==> src/rtl/irt_pkg.sv <==
// Package for the interval range table: widths, codes and transaction types.
// No dependencies.
`timescale 1ns / 1ps
package irt_pkg;
  localparam int MaxEntries = 32;
  localparam int KeyBits = 16;
  localparam int ValueBits = 8;
  localparam int IdxBits = $clog2(MaxEntries);
  localparam int CntBits = $clog2(MaxEntries + 1);

  localparam logic CMD_ASSIGN = 1'b0;
  localparam logic CMD_LOOKUP = 1'b1;

  localparam logic [1:0] ST_DONE = 2'd0;
  localparam logic [1:0] ST_EMPTY = 2'd1;
  localparam logic [1:0] ST_FULL = 2'd2;

  typedef struct packed {
    logic command;
    logic signed [KeyBits-1:0] range_begin;
    logic signed [KeyBits-1:0] range_end;
    logic [ValueBits-1:0] new_value;
    logic signed [KeyBits-1:0] probe_key;
  } in_item_t;

  typedef struct packed {
    logic [ValueBits-1:0] found_value;
    logic [1:0] status;
    logic [5:0] entries_used;
  } out_item_t;

  typedef struct packed {
    logic [KeyBits-1:0] key;
    logic [ValueBits-1:0] value;
  } entry_t;
endpackage

==> src/rtl/irt_ram.sv <==
// Generic single-port-write, single-read RAM with registered read data.
// No dependencies.
`timescale 1ns / 1ps
module irt_ram #(
  parameter int Width = 8,
  parameter int Depth = 32
) (
  input  logic                     clk,
  input  logic                     we,
  input  logic [$clog2(Depth)-1:0] waddr,
  input  logic [Width-1:0]         wdata,
  input  logic [$clog2(Depth)-1:0] raddr,
  output logic [Width-1:0]         rdata
);
  logic [Width-1:0] mem [Depth];

  always_ff @(posedge clk) begin
    if (we) begin
      mem[waddr] <= wdata;
    end
    rdata <= mem[raddr];
  end
endmodule

==> src/rtl/interval_range_table_core.sv <==
// Interval range table: an interval map held as sorted breakpoints in two RAM banks.
// Depends on irt_pkg and irt_ram.
`timescale 1ns / 1ps
// The table maps every signed key to a value. Breakpoints are kept sorted in two
// ping-pong RAMs; a transaction streams the active bank through a single read
// port, and an assign that rebuilds the table writes it to the other bank, at most
// one entry per cycle. The block takes one transaction at a time. An empty
// interval goes straight to its result; a lookup or any other assign first runs a
// counting pass over the active bank, and an assign that rebuilds the table then
// adds a copy pass. The result waits in an output register, and the next
// transaction is accepted no earlier than the cycle after the result is taken.
// There is no clearing pass after reset.
module interval_range_table_core (
  input  logic                                 clk,
  input  logic                                 rst,
  input  logic                                 cfg_we,
  input  logic [irt_pkg::ValueBits-1:0]        cfg_wdata,
  input  logic                                 in_valid,
  output logic                                 in_ready,
  input  irt_pkg::in_item_t                    in_data,
  output logic                                 out_valid,
  input  logic                                 out_ready,
  output irt_pkg::out_item_t                   out_data
);
  localparam logic [2:0] S_IDLE = 3'd0;
  localparam logic [2:0] S_SCAN = 3'd1;
  localparam logic [2:0] S_COPY = 3'd2;
  localparam logic [2:0] S_OUT  = 3'd3;

  localparam int IB = irt_pkg::IdxBits;
  localparam int CB = irt_pkg::CntBits;
  localparam int KB = irt_pkg::KeyBits;
  localparam int VB = irt_pkg::ValueBits;
  localparam int EB = KB + VB;

  logic [2:0] state;
  logic [VB-1:0] default_value;
  logic [CB-1:0] entry_count;
  logic bank;
  irt_pkg::in_item_t cur;
  logic [CB-1:0] rd_idx;
  logic rd_vld;
  logic [CB-1:0] rd_pos;
  logic [VB-1:0] prev_val;
  logic [VB-1:0] end_val;
  logic [VB-1:0] at_end_val;
  logic has_at_end;
  logic [CB:0] new_cnt;
  logic [CB:0] wr_n;
  logic did_begin;
  logic did_end;
  logic [CB-1:0] pass_cnt;
  irt_pkg::out_item_t result;

  logic [KB-1:0] ob;
  logic [KB-1:0] oe;
  logic [KB-1:0] op;
  logic [KB-1:0] rk;
  logic [VB-1:0] rv;
  irt_pkg::entry_t rd0;
  irt_pkg::entry_t rd1;
  irt_pkg::entry_t rd_e;
  logic we0;
  logic we1;
  logic [IB-1:0] waddr;
  irt_pkg::entry_t wdata;
  logic [IB-1:0] raddr;
  logic wr_en;

  assign ob = cur.range_begin ^ {1'b1, {(KB-1){1'b0}}};
  assign oe = cur.range_end ^ {1'b1, {(KB-1){1'b0}}};
  assign op = cur.probe_key ^ {1'b1, {(KB-1){1'b0}}};
  assign rd_e = bank ? rd1 : rd0;
  assign rk = rd_e.key ^ {1'b1, {(KB-1){1'b0}}};
  assign rv = rd_e.value;
  assign we0 = wr_en && bank;
  assign we1 = wr_en && !bank;

  irt_ram #(.Width(EB), .Depth(irt_pkg::MaxEntries)) u_bank0 (
    .clk(clk), .we(we0), .waddr(waddr), .wdata(wdata), .raddr(raddr), .rdata(rd0)
  );
  irt_ram #(.Width(EB), .Depth(irt_pkg::MaxEntries)) u_bank1 (
    .clk(clk), .we(we1), .waddr(waddr), .wdata(wdata), .raddr(raddr), .rdata(rd1)
  );

  assign in_ready = (state == S_IDLE);
  assign out_valid = (state == S_OUT);
  assign out_data = result;

  // Copy pass emission: entries are written in sorted order with begin/end inserts.
  logic emit_en;
  irt_pkg::entry_t emit_e;
  logic take_rd;
  logic emit_end_first;
  logic pass_done;
  logic prime;
  logic hold_rd;
  logic [CB-1:0] hold_idx;

  assign prime = (state == S_COPY) && (pass_cnt == '1) && !rd_vld && (rd_idx == '0)
                 && (entry_count != '0) && (wr_n == '0) && !did_begin;

  always_comb begin
    emit_en = 1'b0;
    emit_e = '0;
    take_rd = 1'b0;
    emit_end_first = 1'b0;
    pass_done = 1'b0;
    if (state == S_COPY && pass_cnt != 0 && !prime) begin
      if (rd_vld && rk < ob) begin
        emit_en = 1'b1;
        emit_e.key = rd_e.key;
        emit_e.value = rv;
        take_rd = 1'b1;
      end else if (!did_begin) begin
        emit_en = (prev_val != cur.new_value);
        emit_e.key = cur.range_begin;
        emit_e.value = cur.new_value;
      end else if (rd_vld && rk < oe) begin
        take_rd = 1'b1;
      end else if (!did_end) begin
        emit_end_first = 1'b1;
        emit_e.key = cur.range_end;
        if (has_at_end) begin
          emit_en = (at_end_val != cur.new_value);
          emit_e.value = at_end_val;
          take_rd = 1'b1;
        end else begin
          emit_en = (end_val != cur.new_value);
          emit_e.value = end_val;
        end
      end else if (rd_vld) begin
        emit_en = 1'b1;
        emit_e = rd_e;
        take_rd = 1'b1;
      end else begin
        pass_done = 1'b1;
      end
    end
  end

  // A held entry is read again so the RAM output stays on it.
  assign hold_rd = (state == S_COPY) && rd_vld && !take_rd;
  assign hold_idx = rd_idx - 1'b1;
  assign raddr = hold_rd ? hold_idx[IB-1:0] : rd_idx[IB-1:0];

  assign wr_en = emit_en;
  assign waddr = wr_n[IB-1:0];
  assign wdata = emit_e;

  // Counting-pass view of the current read entry.
  logic scan_vld;
  assign scan_vld = (state == S_SCAN) && rd_vld;

  logic [CB:0] scan_add;
  always_comb begin
    scan_add = '0;
    if (scan_vld && (rk < ob || rk > oe)) begin
      scan_add = {{CB{1'b0}}, 1'b1};
    end
  end

  always_ff @(posedge clk) begin
    if (rst) begin
      state <= S_IDLE;
      default_value <= '0;
      entry_count <= '0;
      bank <= 1'b0;
      rd_vld <= 1'b0;
    end else begin
      if (cfg_we) begin
        default_value <= cfg_wdata;
      end
      unique case (state)
        S_IDLE: begin
          if (in_valid) begin
            cur <= in_data;
            rd_idx <= '0;
            rd_pos <= '0;
            rd_vld <= 1'b0;
            prev_val <= default_value;
            end_val <= default_value;
            has_at_end <= 1'b0;
            new_cnt <= '0;
            wr_n <= '0;
            did_begin <= 1'b0;
            did_end <= 1'b0;
            pass_cnt <= '0;
            if (in_data.command == irt_pkg::CMD_ASSIGN &&
                in_data.range_begin >= in_data.range_end) begin
              result <= '{found_value: '0, status: irt_pkg::ST_EMPTY,
                          entries_used: 6'(entry_count)};
              state <= S_OUT;
            end else begin
              state <= S_SCAN;
            end
          end
        end
        S_SCAN: begin
          // Issue reads for entries 0..count-1; the registered read data arrives in the next cycle.
          if (rd_idx < entry_count) begin
            rd_idx <= rd_idx + 1'b1;
            rd_vld <= 1'b1;
          end else begin
            rd_vld <= 1'b0;
          end
          rd_pos <= rd_idx;
          if (scan_vld) begin
            new_cnt <= new_cnt + scan_add;
            if ((cur.command == irt_pkg::CMD_LOOKUP) ? (rk <= op) : (rk < ob)) begin
              prev_val <= rv;
            end
            if (rk <= oe) end_val <= rv;
            if (rk == oe) begin
              has_at_end <= 1'b1;
              at_end_val <= rv;
            end
          end
          if (!rd_vld && rd_idx == entry_count && rd_pos == entry_count) begin
            if (cur.command == irt_pkg::CMD_LOOKUP) begin
              result <= '{found_value: prev_val, status: irt_pkg::ST_DONE,
                          entries_used: 6'(entry_count)};
              state <= S_OUT;
            end else begin
              logic [CB:0] total;
              total = new_cnt + {{CB{1'b0}}, (prev_val != cur.new_value)}
                    + {{CB{1'b0}}, (has_at_end ? (at_end_val != cur.new_value)
                                               : (end_val != cur.new_value))};
              if (total > (CB+1)'(irt_pkg::MaxEntries)) begin
                result <= '{found_value: '0, status: irt_pkg::ST_FULL,
                            entries_used: 6'(entry_count)};
                state <= S_OUT;
              end else begin
                new_cnt <= total;
                rd_idx <= '0;
                pass_cnt <= '1;
                state <= S_COPY;
              end
            end
          end
        end
        S_COPY: begin
          if (prime) begin
            // Prime the first read.
            rd_idx <= {{(CB-1){1'b0}}, 1'b1};
            rd_vld <= 1'b1;
            pass_cnt <= pass_cnt - 1'b1;
          end else begin
            if (emit_en) wr_n <= wr_n + 1'b1;
            if (!did_begin && !(rd_vld && rk < ob)) did_begin <= 1'b1;
            if (emit_end_first) did_end <= 1'b1;
            if (take_rd) begin
              if (rd_idx < entry_count) begin
                rd_idx <= rd_idx + 1'b1;
                rd_vld <= 1'b1;
              end else begin
                rd_vld <= 1'b0;
              end
            end
            if (pass_cnt == '1) pass_cnt <= pass_cnt - 1'b1;
            if (pass_done) begin
              entry_count <= new_cnt[CB-1:0];
              bank <= !bank;
              result <= '{found_value: '0, status: irt_pkg::ST_DONE,
                          entries_used: 6'(new_cnt)};
              state <= S_OUT;
            end
          end
        end
        S_OUT: begin
          if (out_ready) begin
            state <= S_IDLE;
          end
        end
        default: state <= S_IDLE;
      endcase
    end
  end

`ifndef SYNTHESIS
  a_count_range: assert property (@(posedge clk) disable iff (rst)
    entry_count <= CB'(irt_pkg::MaxEntries)) else $error("entry count overflow");
  a_bank_only_on_done: assert property (@(posedge clk) disable iff (rst)
    (bank != $past(bank)) |-> (state == S_OUT && result.status == irt_pkg::ST_DONE))
    else $error("bank swapped without a completed assign");
  a_write_bound: assert property (@(posedge clk) disable iff (rst)
    wr_en |-> (wr_n < (CB+1)'(irt_pkg::MaxEntries))) else $error("write past table");
`endif
endmodule
==> config.mk <==
export PLATFORM = sky130hd
export DESIGN_NAME = interval_range_table_core
export DESIGN_NICKNAME = d
export VERILOG_FILES = /design/src/rtl/irt_pkg.sv /design/src/rtl/irt_ram.sv /design/src/rtl/interval_range_table_core.sv
export SDC_FILE = /design/constraint.sdc
export NUM_CORES = 2
export LEC_CHECK = 0
export ABC_AREA = 1
export BUFFER_PORTS_ARGS = -buffer_cell sky130_fd_sc_hd__buf_2
export CAP_MARGIN = 40
export CORE_ASPECT_RATIO = 0.75
export CORE_MARGIN = 4
export CORE_UTILIZATION = 40
export CTS_CLUSTER_DIAMETER = 120
export DETAILED_ROUTE_END_ITERATION = 16
export GPL_TIMING_DRIVEN = 0
export PLACE_DENSITY = 0.59
export SLEW_MARGIN = 20
export SYNTH_ARGS = -nofsm -noshare
export SYNTH_HDL_FRONTEND = slang
export SYNTH_SLANG_ARGS = --single-unit
==> constraint.sdc <==
create_clock -name clk -period 5.63 [get_ports clk]
set_input_delay 0.563 -clock clk [delete_from_list [all_inputs] [get_ports clk]]
set_output_delay 0.563 -clock clk [all_outputs]
set_load 0.03 [all_outputs]
==> tab_implementation.tex <==
\begin{tabular}{lr}
\hline
Metric & Value \\
\hline
\multicolumn{2}{l}{\textbf{Clock network}} \\
\quad Number of buffers created by CTS & 165 \\
\quad Clk sink count & 1734 \\
\quad CTS clock-pin slew for the worst setup and hold paths & about 0.060 ns \\
\quad Worst-Skew Late Latency & around 0.81 ns \\
\quad Largest buffer count on any clock path & 3 \\
\quad Clock tree from TritonCTS & built \\
\quad Clock Tree Root & sky130\_fd\_sc\_hd\_\_clkbuf\_16 \\
\quad H-tree depth reported by CTS & 4 \\
\multicolumn{2}{l}{\textbf{Floorplan}} \\
\quad Effective utilization at floorplan & 40.25\% \\
\quad Die ar. & between 0.2 and 0.25 mm² \\
\quad Die extent in x & roughly 520 µm \\
\quad Core Box Area & approximately 0.2 mm² \\
\quad Rows & between 100 and 150 \\
\quad DIE HEIGHT & 391.1 µm \\
\quad I/O pin count & 88 \\
\multicolumn{2}{l}{\textbf{Placed design}} \\
\quad Placed insts & 10532 \\
\quad Placed cell areas & between 0.08 and 0.09 mm² \\
\quad Buffers on Ports & 87 \\
\quad Setup slack at placement & -0.7619 ns \\
\quad Placer Congestion & between 0.9 and 1 \\
\quad Post-DP HPWL & $\sim$190000 µm \\
\multicolumn{2}{l}{\textbf{Timing}} \\
\quad Maximum clock frequency & 180.7 MHz \\
\quad Post-Route Skew & approximately 0.027 ns \\
\quad Setup Viol. Count Final & 0 \\
\quad Least-Margin Pin Slew & about 0.94 ns \\
\quad Final critical path time including I/O delays and setup & 5.533 ns \\
\quad Hold violation total from the final report & 0 \\
\quad Max-slew violation total from the final report & 0 \\
\quad Tcrit/Tclk final & 98.27\% \\
\quad Final worst slack & around 0.097 ns \\
\quad Relative slew margins & roughly 37\% \\
\quad Post-route setup TNS & 0 ns \\
\multicolumn{2}{l}{\textbf{Detailed routing}} \\
\quad Antenna violation net count after detailed routing & 0 \\
\quad Post-route DRC violation count & 0 \\
\quad Vias after detailed routing & around 58000 \\
\quad TritonRoute pass-1 iters & 8 \\
\quad Iter 0 DRT Violations & $\sim$7800 \\
\quad Via density per instance & between 5 and 6 \\
\quad Total Wirelength & 252500 µm \\
\quad Mean routed wirelength per cell & roughly 23 µm \\
\multicolumn{2}{l}{\textbf{Global routing}} \\
\quad Wire length of the first global-routing pass & between 300000 and 400000 µm \\
\quad GRT Util Overall & 24.32\% \\
\quad Total congestion overflow & 0 \\
\quad Number of global-route vias before repair & between 50000 and 60000 \\
\quad Initial antenna violation count & 13 \\
\quad Maximum number of pins on one net before global-route repair & 33 \\
\multicolumn{2}{l}{\textbf{Logic synthesis}} \\
\quad Proportion of netlist area held by the largest area contributor & 64.00\% \\
\quad Flip-flop and latch count after synthesis & between 1500 and 2000 \\
\quad Total nets after synthesis & 7875 \\
\quad Leading area contributor after synthesis & sky130\_fd\_sc\_hd\_\_edfxtp\_1 \\
\quad Number of warnings printed during yosys synthesis & 0 \\
\quad Instance count of the mapped netlist & 7719 \\
\quad Sequential cell area fraction in the yosys report & 65.69\% \\
\quad Cell variety after synth & 49 \\
\quad Post-synthesis cell area & 0.07827 mm² \\
\quad Ranking of synthesized cells by area & sky130\_fd\_sc\_hd\_\_edfxtp\_1 64\%, sky130\_fd\_sc\_hd\_\_nand3\_1 10\%, sky130\_fd\_sc\_hd\_\_nand2\_1 8.3\% \\
\quad Post-Syn Area per Cell & 10.14 µm² \\
\multicolumn{2}{l}{\textbf{Worst setup path}} \\
\quad Kind of cell with the highest combined delay on the critical path & simple AND/OR/NAND/NOR gates \\
\quad Crit path kind & reg2reg \\
\quad Worst-case reg-to-reg path depth & 26 \\
\quad R2r setup slk & about 0.097 ns \\
\quad Worst endpoint data arrival time & 6.22 ns \\
\quad R2R Path End & u\_bank1.rdata[18] \\
\quad CP Data Required Time & approximately 6.3 ns \\
\quad Slowest stage cell on the critical path & sky130\_fd\_sc\_hd\_\_ha\_1 \\
\quad CP Capture Type & register \\
\quad Peak fanout along the critical path & 10 \\
\quad Critical path startpoint category & register \\
\quad Largest stage delay on the critical path & roughly 0.40 ns \\
\quad CP Buf/Inv Count & 6 \\
\quad Critical path's most frequent cell & sky130\_fd\_sc\_hd\_\_nand2\_1 \\
\quad Reg-to-Reg Start & bank \\
\multicolumn{2}{l}{\textbf{Hold path}} \\
\quad Min-delay src & cfg\_wdata[6] \\
\quad Worst Hold Depth & 3 \\
\quad Min-delay worst type & in2reg \\
\quad Worst hold path endpoint & default\_value[6] \\
\multicolumn{2}{l}{\textbf{Finish}} \\
\quad Count of nets after finishing & approximately 8400 \\
\quad Final Util & a little under half \\
\quad Highest-count cells in the layout ignoring fill and taps & 1731 x sky130\_fd\_sc\_hd\_\_nand2\_1, 1668 x sky130\_fd\_sc\_hd\_\_edfxtp\_1, 1583 x sky130\_fd\_sc\_hd\_\_nand3\_1 \\
\quad Final standard cell count with taps included and fillers excluded & approximately 11000 \\
\quad P\&R area growth vs syn & 17.88\% \\
\quad Post-Layout Inst Area & about 0.09 mm² \\
\quad Filler cell count & about 18000 \\
\quad Most common cell after layout, fill and taps aside & sky130\_fd\_sc\_hd\_\_nand2\_1 \\
\quad Fraction of layout cells with a size suffix above 1 & between 10\% and 20\% \\
\multicolumn{2}{l}{\textbf{Job}} \\
\quad Max-cap check violation count & 0 \\
\multicolumn{2}{l}{\textbf{Pwr}} \\
\quad Clock group share of total power & between 20\% and 30\% \\
\quad Sw Pwr & around 13 mW \\
\quad Leakage power & 39.44 nW \\
\quad IR drop worst, VDD & approximately 0.00027 V \\
\quad Internal & around 24 mW \\
\quad Register share of total power & 40.9\% \\
\quad Fraction of power spent switching nets & a little over a third \\
\quad PwrDens & slightly above 400 mW/mm² \\
\quad Relative contribution of combinational cells to total power & between 20\% and 30\% \\
\multicolumn{2}{l}{\textbf{Status}} \\
\quad Result of the run & finished, final reports clean \\
\hline
\end{tabular}
==> cell type report <==
type | instances | area, µm² | area share (%)
diodes | 12 | 30.03 | 0.03255
plain buffers | 399 | 1926 | 2.087
clock buffers | 225 | 4558 | 4.941
clock inverters | 75 | 605.6 | 0.6564
inverters | 1581 | 5934 | 6.432
multi-input cells | 4004 | 19940 | 21.61
flip-flops and latches | 1734 | 51410 | 55.72
well taps | 2556 | 3198 | 3.466
repair buffers | 332 | 4657 | 5.048
==> cells by family after synthesis <==
logic type / share of synthesized area [%]
and+or+nand+nor: 21.14
adders and majority gates: 1.384
xor gates and xnor gates: 0.3245
DFF: 65.69
AOI/OAI and AO/OA: 1.528
buffers and inverters: 9.936
==> timing repair <==
action | in CTS | in global routing
hold endpoints to repair | 63 | 0
setup endpoints to repair | 123 | 284
pin swaps | 0 | 2
buffers inserted | 1 | 7
hold buffers | 63 | 0
resized for setup | 25 | 41
==> flip-flops by register name, indices dropped and copies added, names as in the netlist, 8 cells and up <==
signal / count
u_bank0.mem: 768
u_bank1.mem: 768
cur: 57
u_bank0.rdata: 24
u_bank1.rdata: 24
out_data: 16
at_end_val: 8
default_value: 8
end_val: 8
prev_val: 8
==> layer usage <==
metal,global-route usage [%],wire length (µm),up-vias,share of wire [%]
met5,0.8061,195,-,0.077
met4,7.598,7917,2,3.1
met3,5.859,29940,353,12
met2,34.10,103100,2816,41
met1,36.84,111400,28230,44
li1,-,-,26342,-
==> stage by stage <==
| step | hold WS (ns) | power [mW] |
|---|---|---|
| 6_report | 0.04919 | 37.41 |
| 5_1_grt | 0.04776 | 38.70 |
| 4_1_cts | 0.0001921 | 37.11 |
| 3_5_place_dp | 0.4955 | 26.23 |
| 3_3_place_gp | 0.4888 | 25.49 |
| 2_1_floorplan | 0.4631 | 21.05 |
==> cell usage after synthesis (all sizes together) <==
master,number
o21bai,3
fa,1
o21ai,79
nor4,5
a221oi,2
a22o,1
nand3,1586
clkbuf,109
nor2,140
o2111ai,9
o221ai,2
o211ai,3
a2111oi,1
nand2,1742
nand4,18
or4,2
o22ai,16
or2,11
ha,85
dfxtp,66
clkinv,2
o221a,1
a31oi,16
inv,1579
nand3b,144
a211oi,4
o32ai,1
edfxtp,1668
o21a,2
nor3,30
a21oi,68
xnor2,4
o31ai,1
xor2,25
a21boi,1
buf,291
nor4b,1
==> tightest hold or removal path, cell delays in order <==
cell	delay, ns
sky130_fd_sc_hd__buf_2	0.09
sky130_fd_sc_hd__nor2_1	0.04
sky130_fd_sc_hd__nor2_1	0.11
==> power groups by stage <==
stage               clock [mW]  sequential [mW]  combinational, mW
floorplan                    0             15.6               5.47
global placement             0             15.8               9.67
detailed placement           0             15.6               10.7
CTS                       11.1             15.3               10.8
global route              11.6             15.3               11.8
finish                    11.0             15.3               11.2
==> worst max-delay path by stage <==
stage / startpoint / end / cells after the start / slack, ns
global route: bank / u_bank1.rdata[18] / 25 / -0.005
global placement: bank / u_bank1.mem[2][12] / 15 / -6.86
finish: bank / u_bank1.rdata[18] / 26 / 0.1
floorplan: bank / u_bank0.mem[0][12] / 14 / 0.47
detailed placement: bank / u_bank1.rdata[18] / 23 / -0.76
CTS: bank / u_bank1.rdata[20] / 23 / 0.005
No activity file was read; power rests on OpenSTA's default activity.
